==> src/sfr_pkg.sv <==
// Shared types and constants of the serial frame receiver.
package sfr_pkg;

   localparam int unsigned HEADER_BYTES = 4;

   localparam int unsigned CSR_INDEX_W = 3;
   localparam int unsigned CSR_DATA_W  = 16;

   typedef enum logic [CSR_INDEX_W-1:0] {
      CSR_OWN_ADDRESS   = 3'd0,
      CSR_ALT_ADDRESS   = 3'd1,
      CSR_PORT_KIND     = 3'd2,
      CSR_START_BYTE    = 3'd3,
      CSR_END_BYTE      = 3'd4,
      CSR_MAX_FRAME_LEN = 3'd5,
      CSR_BIG_ENDIAN    = 3'd6,
      CSR_CHAR_TIMEOUT  = 3'd7
   } csr_index_type;

   typedef enum logic [1:0] {
      CMD_BYTE     = 2'd0,
      CMD_TICK     = 2'd1,
      CMD_TIMEOUT  = 2'd2,
      CMD_EXT_SYNC = 2'd3
   } cmd_type;

   typedef enum logic [1:0] {
      STATUS_OK      = 2'd0,
      STATUS_ERROR   = 2'd1,
      STATUS_TIMEOUT = 2'd2
   } status_type;

   typedef enum logic [2:0] {
      CAUSE_NONE      = 3'd0,
      CAUSE_BAD_LEN   = 3'd1,
      CAUSE_DATA_TMO  = 3'd2,
      CAUSE_NO_END    = 3'd3,
      CAUSE_CHECKSUM  = 3'd4,
      CAUSE_ADDRESS   = 3'd5,
      CAUSE_FRAME_TMO = 3'd6
   } cause_type;

   localparam logic KIND_DATA    = 1'b0;
   localparam logic KIND_VERDICT = 1'b1;

   typedef enum logic [8:0] {
      PH_HUNT = 9'b000000001,
      PH_ADDR = 9'b000000010,
      PH_LEN0 = 9'b000000100,
      PH_LEN1 = 9'b000001000,
      PH_OPC  = 9'b000010000,
      PH_DATA = 9'b000100000,
      PH_CK0  = 9'b001000000,
      PH_CK1  = 9'b010000000,
      PH_END  = 9'b100000000
   } phase_type;

   typedef struct packed {
      logic [7:0]  own_address;
      logic [7:0]  alt_address;
      logic        port_kind;
      logic [7:0]  start_byte;
      logic [7:0]  end_byte;
      logic [15:0] max_frame_length;
      logic        big_endian;
      logic [15:0] char_timeout_ticks;
   } cfg_type;

   typedef struct packed {
      logic        kind;
      logic [7:0]  data_byte;
      logic [15:0] byte_index;
      logic [1:0]  status;
      logic [2:0]  cause;
      logic [7:0]  frame_address;
      logic [7:0]  opcode;
      logic [15:0] data_length;
   } rsp_type;

endpackage

==> src/sfr_req_if.sv <==
// Input channel: received bytes and events.
interface sfr_req_if;
   logic       valid;
   logic       ready;
   logic [1:0] command;
   logic [7:0] rx_byte;

   modport source (output valid, output command, output rx_byte, input ready);
   modport sink   (input valid, input command, input rx_byte, output ready);
endinterface

==> src/sfr_rsp_if.sv <==
// Result channel: payload bytes and frame verdicts.
interface sfr_rsp_if;
   logic        valid;
   logic        ready;
   logic        kind;
   logic [7:0]  data_byte;
   logic [15:0] byte_index;
   logic [1:0]  status;
   logic [2:0]  cause;
   logic [7:0]  frame_address;
   logic [7:0]  opcode;
   logic [15:0] data_length;

   modport source (output valid, output kind, output data_byte, output byte_index,
                   output status, output cause, output frame_address, output opcode,
                   output data_length, input ready);
   modport sink   (input valid, input kind, input data_byte, input byte_index,
                   input status, input cause, input frame_address, input opcode,
                   input data_length, output ready);
endinterface

==> src/serial_frame_receiver_top.sv <==
// Top level of the serial frame receiver: framing state machine and result register.
//
// The receiver takes one beat per clock (byte, tick, overall timeout or external
// start) and streams out payload bytes and frame verdicts. Each beat is
// captured in an input register, the frame state and at most one result are
// computed from it combinationally, and the result is registered in an output
// register before it is presented on the result channel. Beats that
// produce no result go through even while a result waits on the output; a beat that
// does produce one waits only for the output register to drain. Configuration
// registers are written through the csr_ port and take effect at once; write them
// only while no frame is in flight.
module serial_frame_receiver_top (
   input  logic                             clock,
   input  logic                             reset,
   sfr_req_if.sink                          req_chan,
   sfr_rsp_if.source                        rsp_chan,
   input  logic                             csr_we,
   input  logic [sfr_pkg::CSR_INDEX_W-1:0]  csr_index,
   input  logic [sfr_pkg::CSR_DATA_W-1:0]   csr_wdata
);

   localparam logic [15:0] HDR = 16'(sfr_pkg::HEADER_BYTES);

   sfr_pkg::cfg_type cfg;

   sfr_csr u_csr (
      .clock     (clock),
      .reset     (reset),
      .csr_we    (csr_we),
      .csr_index (csr_index),
      .csr_wdata (csr_wdata),
      .cfg       (cfg)
   );

   // input register
   logic       in_valid_ff;
   logic [1:0] in_cmd_ff;
   logic [7:0] in_byte_ff;

   // frame state
   sfr_pkg::phase_type phase_ff, phase_in;
   logic [7:0]  held_address_ff, held_address_in;
   logic [15:0] held_length_ff, held_length_in;
   logic [7:0]  held_opcode_ff, held_opcode_in;
   logic [15:0] bytes_left_ff, bytes_left_in;
   logic [15:0] running_sum_ff, running_sum_in;
   logic [15:0] received_sum_ff, received_sum_in;
   logic [15:0] idle_ticks_ff, idle_ticks_in;

   // output register
   logic             out_valid_ff;
   sfr_pkg::rsp_type out_ff;
   sfr_pkg::rsp_type rsp_in;
   logic             produce;
   logic             advance;

   logic [15:0] payload_len;
   logic [15:0] limit;
   logic [15:0] idle_inc;
   logic [15:0] joined;
   logic [15:0] sum_plus;
   logic        addr_ok;

   assign payload_len = held_length_ff - HDR;
   assign limit       = (cfg.char_timeout_ticks == 16'd0) ? 16'd1 : cfg.char_timeout_ticks;
   assign idle_inc    = (idle_ticks_ff == 16'hFFFF) ? idle_ticks_ff : idle_ticks_ff + 16'd1;
   assign sum_plus    = running_sum_ff + {8'd0, in_byte_ff};
   assign addr_ok     = (held_address_ff == cfg.own_address) ||
                        (!cfg.port_kind && cfg.alt_address != 8'd0 &&
                         held_address_ff == cfg.alt_address);

   // first byte of a two-byte field sits in the low half of the held register
   always_comb begin
      logic [7:0] first;
      first  = (phase_ff == sfr_pkg::PH_LEN1) ? held_length_ff[7:0] : received_sum_ff[7:0];
      joined = cfg.big_endian ? {first, in_byte_ff} : {in_byte_ff, first};
   end

   always_comb begin
      phase_in        = phase_ff;
      held_address_in = held_address_ff;
      held_length_in  = held_length_ff;
      held_opcode_in  = held_opcode_ff;
      bytes_left_in   = bytes_left_ff;
      running_sum_in  = running_sum_ff;
      received_sum_in = received_sum_ff;
      idle_ticks_in   = idle_ticks_ff;
      produce         = 1'b0;
      rsp_in          = '0;
      rsp_in.kind          = sfr_pkg::KIND_VERDICT;
      rsp_in.frame_address = held_address_ff;
      rsp_in.opcode        = held_opcode_ff;
      rsp_in.data_length   = payload_len;

      case (sfr_pkg::cmd_type'(in_cmd_ff))
         sfr_pkg::CMD_EXT_SYNC: begin
            phase_in        = sfr_pkg::PH_ADDR;
            held_address_in = '0;
            held_length_in  = '0;
            held_opcode_in  = '0;
            bytes_left_in   = '0;
            running_sum_in  = '0;
            received_sum_in = '0;
            idle_ticks_in   = '0;
         end
         sfr_pkg::CMD_TIMEOUT: begin
            if (phase_ff == sfr_pkg::PH_HUNT) begin
               produce              = 1'b1;
               rsp_in.status        = sfr_pkg::STATUS_TIMEOUT;
               rsp_in.cause         = sfr_pkg::CAUSE_FRAME_TMO;
               rsp_in.frame_address = '0;
               rsp_in.opcode        = '0;
               rsp_in.data_length   = '0;
               idle_ticks_in        = '0;
            end
         end
         sfr_pkg::CMD_TICK: begin
            if (phase_ff != sfr_pkg::PH_HUNT) begin
               idle_ticks_in = idle_inc;
               if (idle_inc >= limit) begin
                  phase_in      = sfr_pkg::PH_HUNT;
                  idle_ticks_in = '0;
                  if (phase_ff == sfr_pkg::PH_DATA) begin
                     produce       = 1'b1;
                     rsp_in.status = sfr_pkg::STATUS_TIMEOUT;
                     rsp_in.cause  = sfr_pkg::CAUSE_DATA_TMO;
                  end
               end
            end
         end
         default: begin
            // received byte
            if (phase_ff != sfr_pkg::PH_HUNT) begin
               idle_ticks_in = '0;
            end
            case (phase_ff)
               sfr_pkg::PH_HUNT: begin
                  if (in_byte_ff == cfg.start_byte) begin
                     phase_in        = sfr_pkg::PH_ADDR;
                     held_address_in = '0;
                     held_length_in  = '0;
                     held_opcode_in  = '0;
                     bytes_left_in   = '0;
                     running_sum_in  = '0;
                     received_sum_in = '0;
                     idle_ticks_in   = '0;
                  end
               end
               sfr_pkg::PH_ADDR: begin
                  held_address_in = in_byte_ff;
                  running_sum_in  = {8'd0, in_byte_ff};
                  phase_in        = sfr_pkg::PH_LEN0;
               end
               sfr_pkg::PH_LEN0: begin
                  held_length_in = {8'd0, in_byte_ff};
                  running_sum_in = sum_plus;
                  phase_in       = sfr_pkg::PH_LEN1;
               end
               sfr_pkg::PH_LEN1: begin
                  running_sum_in = sum_plus;
                  held_length_in = joined;
                  if (joined > cfg.max_frame_length || joined < HDR) begin
                     produce            = 1'b1;
                     rsp_in.status      = sfr_pkg::STATUS_ERROR;
                     rsp_in.cause       = sfr_pkg::CAUSE_BAD_LEN;
                     rsp_in.opcode      = '0;
                     rsp_in.data_length = '0;
                     phase_in           = sfr_pkg::PH_HUNT;
                  end else begin
                     phase_in = sfr_pkg::PH_OPC;
                  end
               end
               sfr_pkg::PH_OPC: begin
                  held_opcode_in = in_byte_ff;
                  running_sum_in = sum_plus;
                  bytes_left_in  = payload_len;
                  phase_in       = (payload_len != 16'd0) ? sfr_pkg::PH_DATA : sfr_pkg::PH_CK0;
               end
               sfr_pkg::PH_DATA: begin
                  produce           = 1'b1;
                  rsp_in.kind       = sfr_pkg::KIND_DATA;
                  rsp_in.data_byte  = in_byte_ff;
                  rsp_in.byte_index = payload_len - bytes_left_ff;
                  running_sum_in    = sum_plus;
                  bytes_left_in     = bytes_left_ff - 16'd1;
                  if (bytes_left_ff == 16'd1) begin
                     phase_in = sfr_pkg::PH_CK0;
                  end
               end
               sfr_pkg::PH_CK0: begin
                  received_sum_in = {8'd0, in_byte_ff};
                  phase_in        = sfr_pkg::PH_CK1;
               end
               sfr_pkg::PH_CK1: begin
                  received_sum_in = joined;
                  phase_in        = sfr_pkg::PH_END;
               end
               sfr_pkg::PH_END: begin
                  produce  = 1'b1;
                  phase_in = sfr_pkg::PH_HUNT;
                  if (in_byte_ff != cfg.end_byte) begin
                     rsp_in.status = sfr_pkg::STATUS_ERROR;
                     rsp_in.cause  = sfr_pkg::CAUSE_NO_END;
                  end else if (received_sum_ff != running_sum_ff) begin
                     rsp_in.status = sfr_pkg::STATUS_ERROR;
                     rsp_in.cause  = sfr_pkg::CAUSE_CHECKSUM;
                  end else if (!addr_ok) begin
                     rsp_in.status = sfr_pkg::STATUS_ERROR;
                     rsp_in.cause  = sfr_pkg::CAUSE_ADDRESS;
                  end else begin
                     rsp_in.status = sfr_pkg::STATUS_OK;
                     rsp_in.cause  = sfr_pkg::CAUSE_NONE;
                  end
               end
               default: begin
                  phase_in = sfr_pkg::PH_HUNT;
               end
            endcase
         end
      endcase
   end

   // a beat with no result never waits on the output register
   assign advance = in_valid_ff && (!produce || !out_valid_ff || rsp_chan.ready);
   assign req_chan.ready = !in_valid_ff || advance;

   always_ff @(posedge clock) begin
      if (reset) begin
         in_valid_ff <= 1'b0;
      end else if (req_chan.ready) begin
         in_valid_ff <= req_chan.valid;
      end
   end

   always_ff @(posedge clock) begin
      if (req_chan.ready && req_chan.valid) begin
         in_cmd_ff  <= req_chan.command;
         in_byte_ff <= req_chan.rx_byte;
      end
   end

   always_ff @(posedge clock) begin
      if (reset) begin
         phase_ff        <= sfr_pkg::PH_HUNT;
         held_address_ff <= '0;
         held_length_ff  <= '0;
         held_opcode_ff  <= '0;
         bytes_left_ff   <= '0;
         running_sum_ff  <= '0;
         received_sum_ff <= '0;
         idle_ticks_ff   <= '0;
      end else if (advance) begin
         phase_ff        <= phase_in;
         held_address_ff <= held_address_in;
         held_length_ff  <= held_length_in;
         held_opcode_ff  <= held_opcode_in;
         bytes_left_ff   <= bytes_left_in;
         running_sum_ff  <= running_sum_in;
         received_sum_ff <= received_sum_in;
         idle_ticks_ff   <= idle_ticks_in;
      end
   end

   always_ff @(posedge clock) begin
      if (reset) begin
         out_valid_ff <= 1'b0;
      end else if (advance && produce) begin
         out_valid_ff <= 1'b1;
      end else if (rsp_chan.ready) begin
         out_valid_ff <= 1'b0;
      end
   end

   always_ff @(posedge clock) begin
      if (advance && produce) begin
         out_ff <= rsp_in;
      end
   end

   assign rsp_chan.valid         = out_valid_ff;
   assign rsp_chan.kind          = out_ff.kind;
   assign rsp_chan.data_byte     = out_ff.data_byte;
   assign rsp_chan.byte_index    = out_ff.byte_index;
   assign rsp_chan.status        = out_ff.status;
   assign rsp_chan.cause         = out_ff.cause;
   assign rsp_chan.frame_address = out_ff.frame_address;
   assign rsp_chan.opcode        = out_ff.opcode;
   assign rsp_chan.data_length   = out_ff.data_length;

endmodule

==> src/sfr_csr.sv <==
// Configuration register file of the serial frame receiver.
module sfr_csr (
   input  logic                             clock,
   input  logic                             reset,
   input  logic                             csr_we,
   input  logic [sfr_pkg::CSR_INDEX_W-1:0]  csr_index,
   input  logic [sfr_pkg::CSR_DATA_W-1:0]   csr_wdata,
   output sfr_pkg::cfg_type                 cfg
);

   sfr_pkg::cfg_type cfg_ff, cfg_in;

   always_comb begin
      cfg_in = cfg_ff;
      if (csr_we) begin
         case (sfr_pkg::csr_index_type'(csr_index))
            sfr_pkg::CSR_OWN_ADDRESS:   cfg_in.own_address        = csr_wdata[7:0];
            sfr_pkg::CSR_ALT_ADDRESS:   cfg_in.alt_address        = csr_wdata[7:0];
            sfr_pkg::CSR_PORT_KIND:     cfg_in.port_kind          = csr_wdata[0];
            sfr_pkg::CSR_START_BYTE:    cfg_in.start_byte         = csr_wdata[7:0];
            sfr_pkg::CSR_END_BYTE:      cfg_in.end_byte           = csr_wdata[7:0];
            sfr_pkg::CSR_MAX_FRAME_LEN: cfg_in.max_frame_length   = csr_wdata;
            sfr_pkg::CSR_BIG_ENDIAN:    cfg_in.big_endian         = csr_wdata[0];
            sfr_pkg::CSR_CHAR_TIMEOUT:  cfg_in.char_timeout_ticks = csr_wdata;
            default: ;
         endcase
      end
   end

   always_ff @(posedge clock) begin
      if (reset) begin
         cfg_ff.own_address        <= 8'd1;
         cfg_ff.alt_address        <= 8'd0;
         cfg_ff.port_kind          <= 1'b0;
         cfg_ff.start_byte         <= 8'd2;
         cfg_ff.end_byte           <= 8'd3;
         cfg_ff.max_frame_length   <= 16'd255;
         cfg_ff.big_endian         <= 1'b0;
         cfg_ff.char_timeout_ticks <= 16'd1000;
      end else begin
         cfg_ff <= cfg_in;
      end
   end

   assign cfg = cfg_ff;

endmodule

==> src/flat_wrapper.sv <==
// flat-port wrapper written by rule: the top's interface ports become plain ports
module serial_frame_receiver_top_flat 
  (clock, reset, csr_we, csr_index, csr_wdata, req_chan_valid, req_chan_command, req_chan_rx_byte, req_chan_ready, rsp_chan_valid, rsp_chan_kind, rsp_chan_data_byte, rsp_chan_byte_index, rsp_chan_status, rsp_chan_cause, rsp_chan_frame_address, rsp_chan_opcode, rsp_chan_data_length, rsp_chan_ready);
  sfr_req_if req_chan_i ();
  sfr_rsp_if rsp_chan_i ();
  input  logic clock;
  input  logic reset;
  input  logic csr_we;
  input  logic [sfr_pkg::CSR_INDEX_W-1:0] csr_index;
  input  logic [sfr_pkg::CSR_DATA_W-1:0] csr_wdata;
  input wire logic [$bits(req_chan_i.valid)-1:0] req_chan_valid;
  input wire logic [$bits(req_chan_i.command)-1:0] req_chan_command;
  input wire logic [$bits(req_chan_i.rx_byte)-1:0] req_chan_rx_byte;
  output wire logic [$bits(req_chan_i.ready)-1:0] req_chan_ready;
  output wire logic [$bits(rsp_chan_i.valid)-1:0] rsp_chan_valid;
  output wire logic [$bits(rsp_chan_i.kind)-1:0] rsp_chan_kind;
  output wire logic [$bits(rsp_chan_i.data_byte)-1:0] rsp_chan_data_byte;
  output wire logic [$bits(rsp_chan_i.byte_index)-1:0] rsp_chan_byte_index;
  output wire logic [$bits(rsp_chan_i.status)-1:0] rsp_chan_status;
  output wire logic [$bits(rsp_chan_i.cause)-1:0] rsp_chan_cause;
  output wire logic [$bits(rsp_chan_i.frame_address)-1:0] rsp_chan_frame_address;
  output wire logic [$bits(rsp_chan_i.opcode)-1:0] rsp_chan_opcode;
  output wire logic [$bits(rsp_chan_i.data_length)-1:0] rsp_chan_data_length;
  input wire logic [$bits(rsp_chan_i.ready)-1:0] rsp_chan_ready;
  assign req_chan_i.valid = req_chan_valid;
  assign req_chan_i.command = req_chan_command;
  assign req_chan_i.rx_byte = req_chan_rx_byte;
  assign req_chan_ready = req_chan_i.ready;
  assign rsp_chan_valid = rsp_chan_i.valid;
  assign rsp_chan_kind = rsp_chan_i.kind;
  assign rsp_chan_data_byte = rsp_chan_i.data_byte;
  assign rsp_chan_byte_index = rsp_chan_i.byte_index;
  assign rsp_chan_status = rsp_chan_i.status;
  assign rsp_chan_cause = rsp_chan_i.cause;
  assign rsp_chan_frame_address = rsp_chan_i.frame_address;
  assign rsp_chan_opcode = rsp_chan_i.opcode;
  assign rsp_chan_data_length = rsp_chan_i.data_length;
  assign rsp_chan_i.ready = rsp_chan_ready;
  serial_frame_receiver_top u_core (.clock(clock), .reset(reset), .req_chan(req_chan_i), .rsp_chan(rsp_chan_i), .csr_we(csr_we), .csr_index(csr_index), .csr_wdata(csr_wdata));
endmodule
==> config.mk <==
export PLATFORM = sky130hd
export DESIGN_NAME = serial_frame_receiver_top_flat
export DESIGN_NICKNAME = d
export VERILOG_FILES = /design/src/sfr_pkg.sv /design/src/sfr_req_if.sv /design/src/sfr_rsp_if.sv /design/src/serial_frame_receiver_top.sv /design/src/sfr_csr.sv /design/src/flat_wrapper.sv
export SDC_FILE = /design/constraint.sdc
export NUM_CORES = 1
export LEC_CHECK = 0
export BUFFER_PORTS_ARGS = -buffer_cell sky130_fd_sc_hd__buf_2
export CORE_MARGIN = 2
export CORE_UTILIZATION = 60
export CTS_BUF_LIST = sky130_fd_sc_hd__clkbuf_16
export DETAILED_ROUTE_END_ITERATION = 10
export PLACE_DENSITY_LB_ADDON = 0.05
export RECOVER_POWER = 100
export SLEW_MARGIN = 20
export SYNTH_ARGS = -nofsm -noshare
export SYNTH_HDL_FRONTEND = slang
export SYNTH_SLANG_ARGS = --single-unit
==> constraint.sdc <==
create_clock -name clock -period 18.18 [get_ports clock]
set_input_delay 0 -clock clock [delete_from_list [all_inputs] [get_ports clock]]
set_output_delay 0 -clock clock [all_outputs]
set_load 0.005 [all_outputs]
== Word-level counts from Yosys, hierarchy flattened ==
Cells that the tools add are included.
Word-level totals
  flip-flop bits (word level): 245
  word-level logic and storage cells: 176
  input port bits: 34
  output and inout port bits: 64
Cells by class
  equality and inequality tests: 33
  reductions and logical operators: 47
  mux-type cells: 57
  bitwise operators: 3
  $lt $le $gt $ge: 3
  $add $sub $neg: 5
Operator list (count)
  case mux 16 bit (3 select lines): 5
  2-to-1 mux 16 bit: 10
  case mux 16 bit (2 select lines): 4
  case mux 9 bit (8 select lines): 1
  case mux 8 bit (2 select lines): 4
  2-to-1 mux 24 bit: 2
  case mux 24 bit (2 select lines): 1
  2-to-1 mux 37 bit: 1
  2-to-1 mux 9 bit: 4
  case mux 9 bit (3 select lines): 1
  2-to-1 mux 25 bit: 1
  2-to-1 mux 5 bit: 5
  == test 8 bit: 3
  2-to-1 mux 8 bit: 3
  AND reduction 4 bit: 6
  adder 16 x 1 -> 16 bit, second input constant: 1
  adder 16 x 8 -> 16 bit: 1
  == test 16 x 1 -> 1 bit, second input constant: 1
  == test 16 bit, second input constant: 1
  greater-or-equal comparator 16 bit: 1
  greater-than comparator 16 bit: 1
  zero test 16 bit: 1
  less-than comparator 16 x 3 -> 1 bit, second input constant: 1
  != test 16 bit: 1
  other kinds (45): 88

== Longest topological paths before layout ==
Gate-level depths: netlist of run 1.
  depth in word-level cells: 14
  gate-level depth with buffers: 22
  gate-level depth less buffers: 18

== Cells and area by module ==
A second synthesis of run 1 with hierarchy kept.
Unflattened totals
  cell total of the unflattened synthesis: 1539
  area, all modules: 13833.3 µm²
By module, submodules not included
  serial_frame_receiver_top: instances 1, seq. area each 4304.1 µm², area an instance 11126.9 µm², cells an instance 1284
  sfr_csr: instances 1, seq. area each 1321.3 µm², area an instance 2706.3 µm², cells an instance 255

== Worst setup path before layout of run 1 ==
OpenSTA, ideal clock, no wires.
  kind: register to register
  start: register u_core.idle_ticks_ff[3]
  end: register u_core.out_ff (netlist bit u_core.rsp_chan.byte_index[0]), enable pin
  clock period less this slack: 6.738 ns
  arrival: 6.256 ns
  library setup time: 0.482 ns
  path buffers: 2
  data required time: 17.698 ns
  stages on the path, launching flop included: 19
  path slack: 11.442 ns
  cells stage by stage: dfxtp_1 > clkbuf_1 > and4_1 > nand4_1 > or4_1 > or3_1 > clkbuf_1 > nor2b_1 > nand4_1 > or2_2 > nand2_1 > ha_1 > and2_1 > a221oi_1 > o21ai_0 > a41o_1 > nor2_1 > o31ai_1 > nor2_1
On the way
  cells in the longest elaborated chain, start to end: 11
  elaborated cells on any way between the ends: 12
  those cells by class: add/sub: 1; order compare: 1; eq/ne: 1; mux: 4; reduce/logical: 5
RTL lines
  from (decl): RTL line serial_frame_receiver_top.sv:48  | logic [15:0] idle_ticks_ff, idle_ticks_in;
  from (signal assigned): RTL line serial_frame_receiver_top.sv:260  | idle_ticks_ff <= idle_ticks_in;
  adder 16 x 1 -> 16 bit or == test 16 bit (tied branches): RTL line serial_frame_receiver_top.sv:66  | assign idle_inc = (idle_ticks_ff == 16'hFFFF) ? idle_ticks_ff : idle_ticks_ff + 16'd1;
  2-to-1 mux 16 bit (*): RTL line serial_frame_receiver_top.sv:66
  greater-or-equal comparator 16 bit (*): RTL line serial_frame_receiver_top.sv:120  | if (idle_inc >= limit) begin
  2-to-1 mux 1 bit (*): RTL line serial_frame_receiver_top.sv:120
  2-to-1 mux 1 bit (*): RTL line serial_frame_receiver_top.sv:118  | if (phase_ff != sfr_pkg::PH_HUNT) begin
  case mux 1 bit (3 select lines) (*): RTL line serial_frame_receiver_top.sv:95  | case (sfr_pkg::cmd_type'(in_cmd_ff))
  zero test 1 bit: RTL line serial_frame_receiver_top.sv:224  | assign advance = in_valid_ff && (!produce || !out_valid_ff || rsp_chan.ready);
  logical OR 1 bit (2 in series): RTL line serial_frame_receiver_top.sv:224
  logical AND 1 bit: RTL line serial_frame_receiver_top.sv:224
  logical AND 1 bit (*): RTL line serial_frame_receiver_top.sv:275  | if (advance && produce) begin
  to (signal assigned): RTL line serial_frame_receiver_top.sv:276  | out_ff <= rsp_in;
  to (decl): RTL line serial_frame_receiver_top.sv:52  | sfr_pkg::rsp_type out_ff;
Every way passes the cells marked *; elsewhere a longest branch is shown, timed or not.
A chain may end at the register's enable or synchronous reset.

== Worst setup path after layout of run 1 ==
  start: register u_core.phase_ff[1]
  end: register u_core.running_sum_ff[15]
On the way
  cells in the longest elaborated chain, start to end: 13
  elaborated cells on any way between the ends: 31
  those cells by class: order compare: 2; eq/ne: 9; mux: 11; reduce/logical: 9
RTL lines
  from (decl): RTL line serial_frame_receiver_top.sv:41  | sfr_pkg::phase_type phase_ff, phase_in;
  from (signal assigned): RTL line serial_frame_receiver_top.sv:244  | phase_ff <= sfr_pkg::PH_HUNT;
  from (signal assigned): RTL line serial_frame_receiver_top.sv:253  | phase_ff <= phase_in;
  == test 9 x 4 -> 1 bit: RTL line serial_frame_receiver_top.sv:75, serial_frame_receiver_top.sv:136
  2-to-1 mux 8 bit: RTL line serial_frame_receiver_top.sv:75  | first = (phase_ff == sfr_pkg::PH_LEN1) ? held_length_ff[7:0] : received_sum_ff[7:0];
  2-to-1 mux 16 bit: RTL line serial_frame_receiver_top.sv:76  | joined = cfg.big_endian ? {first, in_byte_ff} : {in_byte_ff, first};
  greater-than comparator 16 bit or less-than comparator 16 x 3 -> 1 bit (tied branches): RTL line serial_frame_receiver_top.sv:162  | if (joined > cfg.max_frame_length || joined < HDR) begin
  logical OR 1 bit: RTL line serial_frame_receiver_top.sv:162
  2-to-1 mux 1 bit: RTL line serial_frame_receiver_top.sv:162
  case mux 1 bit (2 select lines): RTL line serial_frame_receiver_top.sv:136  | case (phase_ff)
  case mux 1 bit (3 select lines): RTL line serial_frame_receiver_top.sv:95
  zero test 1 bit: RTL line serial_frame_receiver_top.sv:224
  logical OR 1 bit (2 in series): RTL line serial_frame_receiver_top.sv:224
  logical AND 1 bit: RTL line serial_frame_receiver_top.sv:224
  AND reduction 4 bit (no line)
  to (signal assigned): RTL line serial_frame_receiver_top.sv:258  | running_sum_ff <= running_sum_in;
  to (decl): RTL line serial_frame_receiver_top.sv:46  | logic [15:0] running_sum_ff, running_sum_in;
Parallel ways exist; a longest one is shown, timed or not.

==> metrics.txt, run 1 <==
# clock sinks 245; gr usage total 0.306; row cnt 55; ANT cells 0; Max Clock Freq 114 MHz; DR DRC count 0; number of vias in the routed layout 12577; CP endpoint kind register; fraction of registers with async set/reset 0; Synth area leaders dfxtp_1 (25%), edfxtp_1 (16%), ha_1 (5.9%); type of origin of the critical path register; Setup CP Type reg -> reg; hold crit path type in -> reg; CTS Buffer Depth 3; synth-to-layout area growth 12.7%; met2 GRT Util 0.502; CP Data Arrival Time 9200 ps; sw power 0.317 mW; M1 GR Usage 0.421; register area share after synthesis 0.409; sequential power share 0.466; Post-DP HPWL 25.6 mm; Die Wd 155 microns; Routed Antenna Nets 0; clk slew on worst S/H paths 70 ps; GPL Wtd Cong 0.939; fin. max-slew vios 368; main combinational cell family by area after synthesis simple AND/OR/NAND/NOR gates; cell accounting for the most synthesized area dfxtp_1; final setup fails 0; clock skew 15.6 ps; CTS tree built; met3 Usage GRT 0.0437; Synth Area in Compound Gates 0.185; initial antenna violation count 0; largest net degree at the start of global routing 90; Overflow after GRT 0; GRT busiest layer met2; first-pass GRT wire length 59.7 mm; clk_lat worst skew 550 ps; vias in the first global route 11388; Slew HR -1.25; placed cell areas 0.0144 sq mm; top cell type's share of synthesized area 0.252; internal power 0.936 mW; failing checks max-capacitance violations, max-slew violations; Fill cells 1915; Post-Synth XOR/XNOR Area 0.0580; Req. time, crit path 18630 ps; RSZ-0062 raised after global routing false; 1st-iter DRT viols 1241; Distinct cells, synth 70; initial core utilization 0.609; mux cell area share after synthesis 0.0111; die area 0.0241 sq mm; Finished Layout Cells 2011; Mapped Avg Cell Area 8.48 sq um; dpl cells 1926; critical path peak fanout 89; cell area after layout 0.0155 sq mm; simple-gate portion of the synthesized area 0.222; outcome finished with violations; Synth Cell Area 0.0137 sq mm; FF+latch count, synth 245; final wirelength 37.9 mm; Worst Setup SP u_core.phase_ff[1]; setup TNS 0 ps; DRT Pass-1 Iters 6; htree depth 1; fin nets 1805; Mapped Nets 1721; hold path start csr_we; Sw Ratio 0.253; warnings from Yosys 0; layout cells sized above 1 0.0863; main flop type after synthesis dfxtp_1; Port Buffer Count 97; post-CTS sizing 0; Top Ports 98; VDD IR max 83.2 uV; power share of the clock group 0.438; Least-Margin Pin Slew 3370 ps; count leader, synth nand2_1; final cycle utilization of the critical path 0.482; most frequent cells after synthesis nand2_1 (191), dfxtp_1 (173), a21oi_1 (156); Die Span Y 155 microns; adder-cell share of the synthesized area 0.0621; power density over cell area 80.9 mW/mm^2; Tmin final 8760 ps; Vias/cell 6.25; leak pwr 5.83 nW; core area 0.0226 sq mm; final hold vios 0; Comb pwr share 0.096; TritonCTS Buffers 28; Gate Count Post-Synth 1620; CTS root buf clkbuf_16; Final Total Pwr 1.25 mW; Max-Cap Viols 8; DR WL/cell 18.8 microns; worst r2r src u_core.phase_ff[1]; Post-synth EDFFs 72
## layout by cell type, fill, tap and decap left out, types with 7 or more instances in the layout
cell type      instances
nand2_1              191
dfxtp_1              173
a21oi_1              156
nor2_1               101
inv_1                 94
o21ai_0               85
buf_2                 73
edfxtp_1              72
nor3_1                70
xnor2_1               67
ha_1                  65
nand4_1               54
nand3_1               41
dlygate4sd3_1         33
or4_1                 30
a22oi_1               30
clkbuf_16             29
clkbuf_1              29
xor2_1                24
o211ai_1              23
nor4_1                21
and2_0                19
nand2b_1              18
a21o_1                16
o22ai_1               16
or3_1                 13
mux2i_1               13
buf_4                 13
and2_1                12
nor2b_1               12
a211oi_1               9
clkinv_2               9
o31ai_1                8
nor3b_1                7
## final cells by class
type	instances	area (sq um)	share of cell area
Clock inverter	23	169	0.0109
Sequential cell	245	5630	0.363
Multi-Input combinational cell	1192	7370	0.476
Timing Repair Buffer	149	906	0.0585
Inverter	88	330	0.0213
Tap cell	285	357	0.0230
Clock buffer	29	726	0.0469
## kinds of logic (layout without fill, tap and decap cells)
| group | after synthesis | count (layout) |
|---|---|---|
| compound gates | 405 | 405 |
| xor+xnor | 91 | 91 |
| fa+ha+maj | 67 | 67 |
| buf+inv | 183 | 289 |
| flops | 245 | 245 |
| mux | 15 | 15 |
| simple gates | 614 | 614 |
## metal layers
metal  share of wire  vias up
met4           0.027        0
met1            0.43     5948
met3           0.077       90
met2            0.47      506
li1                -     6033
met5               0        -
## critical path, stage by stage, from the launching register on
cell and delay, ps:
dfxtp_1 360, or4_1 650, nor3_1 1590, mux2i_1 420, a21oi_1 530, ha_1 230
nand4_1 150, nor3_1 260, o21ai_0 120, a22oi_1 240, a41oi_1 140, o221a_2 350
o211ai_4 150, clkbuf_1 2380, nor3_1 540, a32o_1 480
## state kept, by name, summed over array words and instances (netlist names), 8 cells and up
name	cells
u_core.held_opcode_ff	8
u_core.rsp_chan.byte_index	16
u_core.bytes_left_ff	16
u_core.rsp_chan.data_length	16
u_core.rsp_chan.frame_address	8
u_core.in_byte_ff	8
u_core.phase_ff	9
u_core.rsp_chan.opcode	8
u_core.received_sum_ff	16
u_core.held_address_ff	8
u_core.running_sum_ff	16
u_core.rsp_chan.data_byte	8
u_core.held_length_ff	16
u_core.idle_ticks_ff	16
u_core.u_csr.cfg	66
## per-stage QoR
| step | hold WS (ps) | worst slack [ps] | utilization |
|---|---|---|---|
| 2_1_floorplan | 98.9 | 11440 | - |
| 3_3_place_gp | 184 | 12720 | 0.636 |
| 3_5_place_dp | 184 | 12540 | 0.636 |
| 4_1_cts | 13.5 | 12550 | 0.690 |
| 5_1_grt | 64.1 | 8830 | 0.686 |
| 6_report | 27.6 | 9420 | 0.686 |
## power by group through the flow
stage               combinational (mW)  clock (mW)  sequential (mW)
floorplan                       0.0807           0            0.592
global placement                 0.111           0            0.595
detailed placement               0.114           0            0.595
CTS                              0.120       0.553            0.583
global route                     0.132       0.574            0.585
finish                           0.120       0.549            0.584
## final timing paths
| check | end | slack [ps] | depth (start not counted) |
|---|---|---|---|
| min reg2reg | u_core.u_csr.cfg[25] | 450 | 2 |
| max | u_core.running_sum_ff[15] | 9420 | 15 |
| min | u_core.u_csr.cfg[16] | 30 | 5 |
| max reg2reg | u_core.running_sum_ff[15] | 9420 | 15 |
## what timing repair did
item	CTS	global route
hold endpoints to repair	78	0
setup buffers	0	0
hold buffers	33	0
Power figures use the tool's default switching activity.
==> run 2, diff against run 1 <==
Clock period 18.18 ns to 8.34 ns, I/O delays scaled along.
==> metrics.txt, run 2 (synthesis gave the netlist of run 1 again) <==
fin nets 1805; Max-Cap Viols 5; failing checks max-capacitance violations, max-slew violations; final setup fails 0; DR DRC count 0; final wirelength 37.7 mm; CP Data Arrival Time 7200 ps; clk_lat worst skew 550 ps; Port Buffer Count 97; Die Wd 155 microns; clock skew 21.8 ps; # clock sinks 245; Vias/cell 6.18; Fill cells 1904; post-CTS sizing 0; vias in the first global route 11285; final cycle utilization of the critical path 0.811; Least-Margin Pin Slew 3360 ps; Slew HR -1.24; gr usage total 0.305; critical path peak fanout 58; leak pwr 5.81 nW; row cnt 55; Top Ports 98; CTS root buf clkbuf_16; die area 0.0241 sq mm; Req. time, crit path 8780 ps; Overflow after GRT 0; CTS tree built; synth-to-layout area growth 12.4%; layout cells sized above 1 0.0817; most common cell after layout, fill and taps aside nand2_1; Max Clock Freq 148 MHz; DRT Pass-1 Iters 6; commonest non-fill, non-tap cells in the layout nand2_1 (191), dfxtp_1 (173), a21oi_1 (156); Util after Layout 0.684; initial core utilization 0.609; CTS Buffer Depth 3; Post-DP HPWL 25.8 mm; number of vias in the routed layout 12422; GPL Wtd Cong 0.932; hold crit path type in -> reg; power density over cell area 173 mW/mm^2; 1st-iter DRT viols 1038; Routed Antenna Nets 0; CP max stage cell nor3_1; clk slew on worst S/H paths 70 ps; Setup CP Type reg -> reg; setup TNS 0 ps; htree depth 1; DR WL/cell 18.8 microns; VDD IR max 167 uV; Tmin final 6760 ps; initial antenna violation count 0; first-pass GRT wire length 59.7 mm; crit path cell chain or4_1 > nor3_1 > mux2i_1 > a21oi_1 > ha_1 > nand4_1 > a211oi_1 > a2111oi_0 > a22oi_1 > a41oi_1 > o221ai_2 > a2111oi_4 > buf_4 > o211ai_1 > a32o_1; Worst path max stage delay 1460 ps; RSZ-0062 raised after global routing false; core area 0.0226 sq mm; type of origin of the critical path register; Largest register FFs 66; Die Span Y 155 microns; outcome finished with violations; fin. max-slew vios 216; TritonCTS Buffers 27; largest net degree at the start of global routing 71; final hold vios 0; ANT cells 0; CP endpoint kind register
-- run 2: layout make-up --
class,instances,area (sq um),share of cell area
Clock inverter,23,155,0.0100
Sequential cell,245,5630,0.364
Clock buffer,27,676,0.0437
Tap cell,285,357,0.0231
Multi-Input combinational cell,1192,7390,0.478
Inverter,88,330,0.0214
Timing Repair Buffer,150,917,0.0594
-- run 2: worst paths after layout --
kind | start | to | slack, ps | depth (start not counted)
worst max register to register | u_core.phase_ff[1] | u_core.running_sum_ff[8] | 1580 | 15
worst min register to register | u_core.u_csr.cfg[25] | u_core.u_csr.cfg[25] | 460 | 2
worst max-delay path | u_core.phase_ff[1] | u_core.running_sum_ff[8] | 1580 | 15
worst min-delay path | csr_we | u_core.u_csr.cfg[16] | 30 | 5
-- run 2: per-layer routing --
metal  vias to the layer above  track usage  wire length [microns]
met4                         0       0.0834                   1000
met5                         -            0                      0
li1                       6016            -                      -
met1                      5792        0.424                  16000
met2                       532        0.501                  17500
met3                        82       0.0432                   3200
-- run 2: timing repair --
| item | CTS | global route |
|---|---|---|
| hold buffers | 33 | 0 |
| buffers inserted | 0 | 0 |
| setup endpoints to repair | 0 | 0 |
| hold endpoints to repair | 78 | 0 |
-- run 2: critical path, delay by kind of cell, from the launching register on --
family          cells  cell delay, ps
mux                 1             370
fa+ha+maj           1             330
simple gates        3            2250
compound gates      9            2700
flops               1             360
buf+inv             1             600
-- run 2: metrics by stage --
step	hold WS, ps	setup slack [ps]	cell area (sq um)	cells	power, mW
after floorplan	98.9	1600	13700	1620	1.47
after global placement	183	2870	14400	1927	1.54
after detailed placement	179	2740	14400	1927	1.54
after CTS	3.89	2730	15500	2010	2.68
after global routing	63.9	1160	15400	2010	2.76
final	34.6	1580	15400	2010	2.67
-- run 2: power by group --
| part | leakage [nW] | internal, mW | switching (mW) |
|---|---|---|---|
| clock | 0.435 | 0.646 | 0.486 |
| sequential | 2.05 | 1.25 | 0.0223 |
| combinational | 3.32 | 0.0980 | 0.165 |
| total | 5.81 | 1.99 | 0.673 |
==> run 3, diff against run 2 <==
Clock period 8.34 ns to 6.4 ns, I/O delays scaled along.
==> metrics.txt, run 3 (synthesis gave the netlist of run 1 again) <==
Top Ports 98; VDD IR max 169 uV; DR DRC count 0; Die Wd 155 microns; clock skew 11.6 ps; fin. max-slew vios 137; ANT cells 0; failing checks max-capacitance violations, max-slew violations; WP buf/inv 1; delay-heaviest family, CP compound AO/OA/AOI/OAI gates; Final WS setup 401 ps; row cnt 55; setup slack, reg-to-reg 400 ps; critical path peak fanout 58; Tmin final 6000 ps; hold crit path type in -> reg; hold path start csr_we; Least-Margin Pin Slew 2880 ps; Max Clock Freq 167 MHz; 1st-iter DRT viols 999; post-CTS sizing 0; Finished Layout Cells 2015; commonest non-fill, non-tap cells in the layout nand2_1 (191), dfxtp_1 (173), a21oi_1 (156); Hold Path Sink u_core.u_csr.cfg[52]; Largest register FFs 66; clk slew on worst S/H paths 60 ps; final wirelength 38.1 mm; Final Total Pwr 3.52 mW; r2r endpoint u_core.running_sum_ff[8]; clk_lat worst skew 540 ps; CP max stage cell or4_1; outcome finished with violations; worst r2r src u_core.phase_ff[1]; # clock sinks 245; core area 0.0226 sq mm; most common cell after layout, fill and taps aside nand2_1; vias in the first global route 11462; Slew HR -0.919; Port Buffer Count 97; Routed Antenna Nets 0; RSZ-0062 raised after global routing false; gr usage total 0.309; Place WS 565 ps; CP Data Arrival Time 6420 ps; Max-Cap Viols 4; largest net degree at the start of global routing 63; Die Span Y 155 microns; hold path depth 5; TritonCTS Buffers 28; layout cells sized above 1 0.0873; synth-to-layout area growth 13.2%; Req. time, crit path 6820 ps; crit path cell chain or4_1 > nor3_4 > mux2i_1 > a21oi_1 > ha_1 > a211oi_1 > nor2_1 > a2111oi_0 > a22oi_1 > a41oi_2 > o221ai_2 > a2111oi_4 > buf_4 > o211ai_1 > a32o_1; final cycle utilization of the critical path 0.937; initial core utilization 0.609; Worst path max stage delay 700 ps; initial antenna violation count 0; CTS tree built; DR WL/cell 18.9 microns; CTS root buf clkbuf_16; Overflow after GRT 0; leak pwr 5.88 nW; first-pass GRT wire length 60.4 mm; CP endpoint kind register; final hold vios 0; setup TNS 0 ps; dpl cells 1929; depth of the worst register-to-register path 15; number of vias in the routed layout 12403; Post-DP HPWL 26.3 mm; htree depth 1; fin nets 1809; CTS Buffer Depth 3; final setup fails 0; DRT Pass-1 Iters 6; GPL Wtd Cong 0.954; type of origin of the critical path register; power density over cell area 227 mW/mm^2; die area 0.0241 sq mm; Setup CP Type reg -> reg; Vias/cell 6.16
-- run 3: worst min-delay path, cell delays in order --
cell and delay, ps:
buf_2 130, nand2b_1 120, nor2_1 140, nand2_1 90
a21oi_1 50
-- run 3: worst max-delay path by stage --
stage,start,endpoint,slack [ps],depth (start not counted)
after floorplan,u_core.idle_ticks_ff[3],u_core.rsp_chan.byte_index[0],700,18
after global placement,u_core.phase_ff[1],u_core.running_sum_ff[9],740,15
after detailed placement,u_core.phase_ff[1],u_core.running_sum_ff[9],560,15
after CTS,u_core.phase_ff[1],u_core.running_sum_ff[8],500,15
after global routing,u_core.phase_ff[1],u_core.running_sum_ff[8],140,15
final,u_core.phase_ff[1],u_core.running_sum_ff[8],400,15
-- run 3: power by group --
part           internal (mW)  switching (mW)  total, mW
logic                  0.129           0.214      0.342
registers               1.63          0.0318       1.66
clock network          0.892           0.628       1.52
-- run 3: per-stage QoR --
stage	instance area, sq um	hold WS (ps)	utilization
after floorplan	13700	98.9	-
after global placement	14400	178	0.638
after detailed placement	14400	179	0.638
after CTS	15600	34.5	0.691
after global routing	15500	87.7	0.689
final	15500	48.7	0.689
-- run 3: layout make-up --
cell class	instances	area, sq um
clock inverters	23	149
well taps	285	357
clock buffers	29	726
repair buffers	153	946
inverters	88	330
fillers	1896	7030
flip-flops and latches	245	5630
multi-input cells	1192	7410
-- run 3: repair_timing --
action                                  CTS  global route
endpoints found under the hold margin    92             0
hold buffers                             34             0
setup buffers                             0             0
endpoints found under the setup margin    0             0
-- run 3: metal layers --
metal	share of wire	global-route usage	routed length (microns)	vias to the layer above
met3	0.079	0.0396	3020	76
met4	0.029	0.0913	1110	0
met1	0.43	0.426	16300	5812
met5	0	0	0	-
met2	0.46	0.513	17600	493
li1	-	-	-	6022
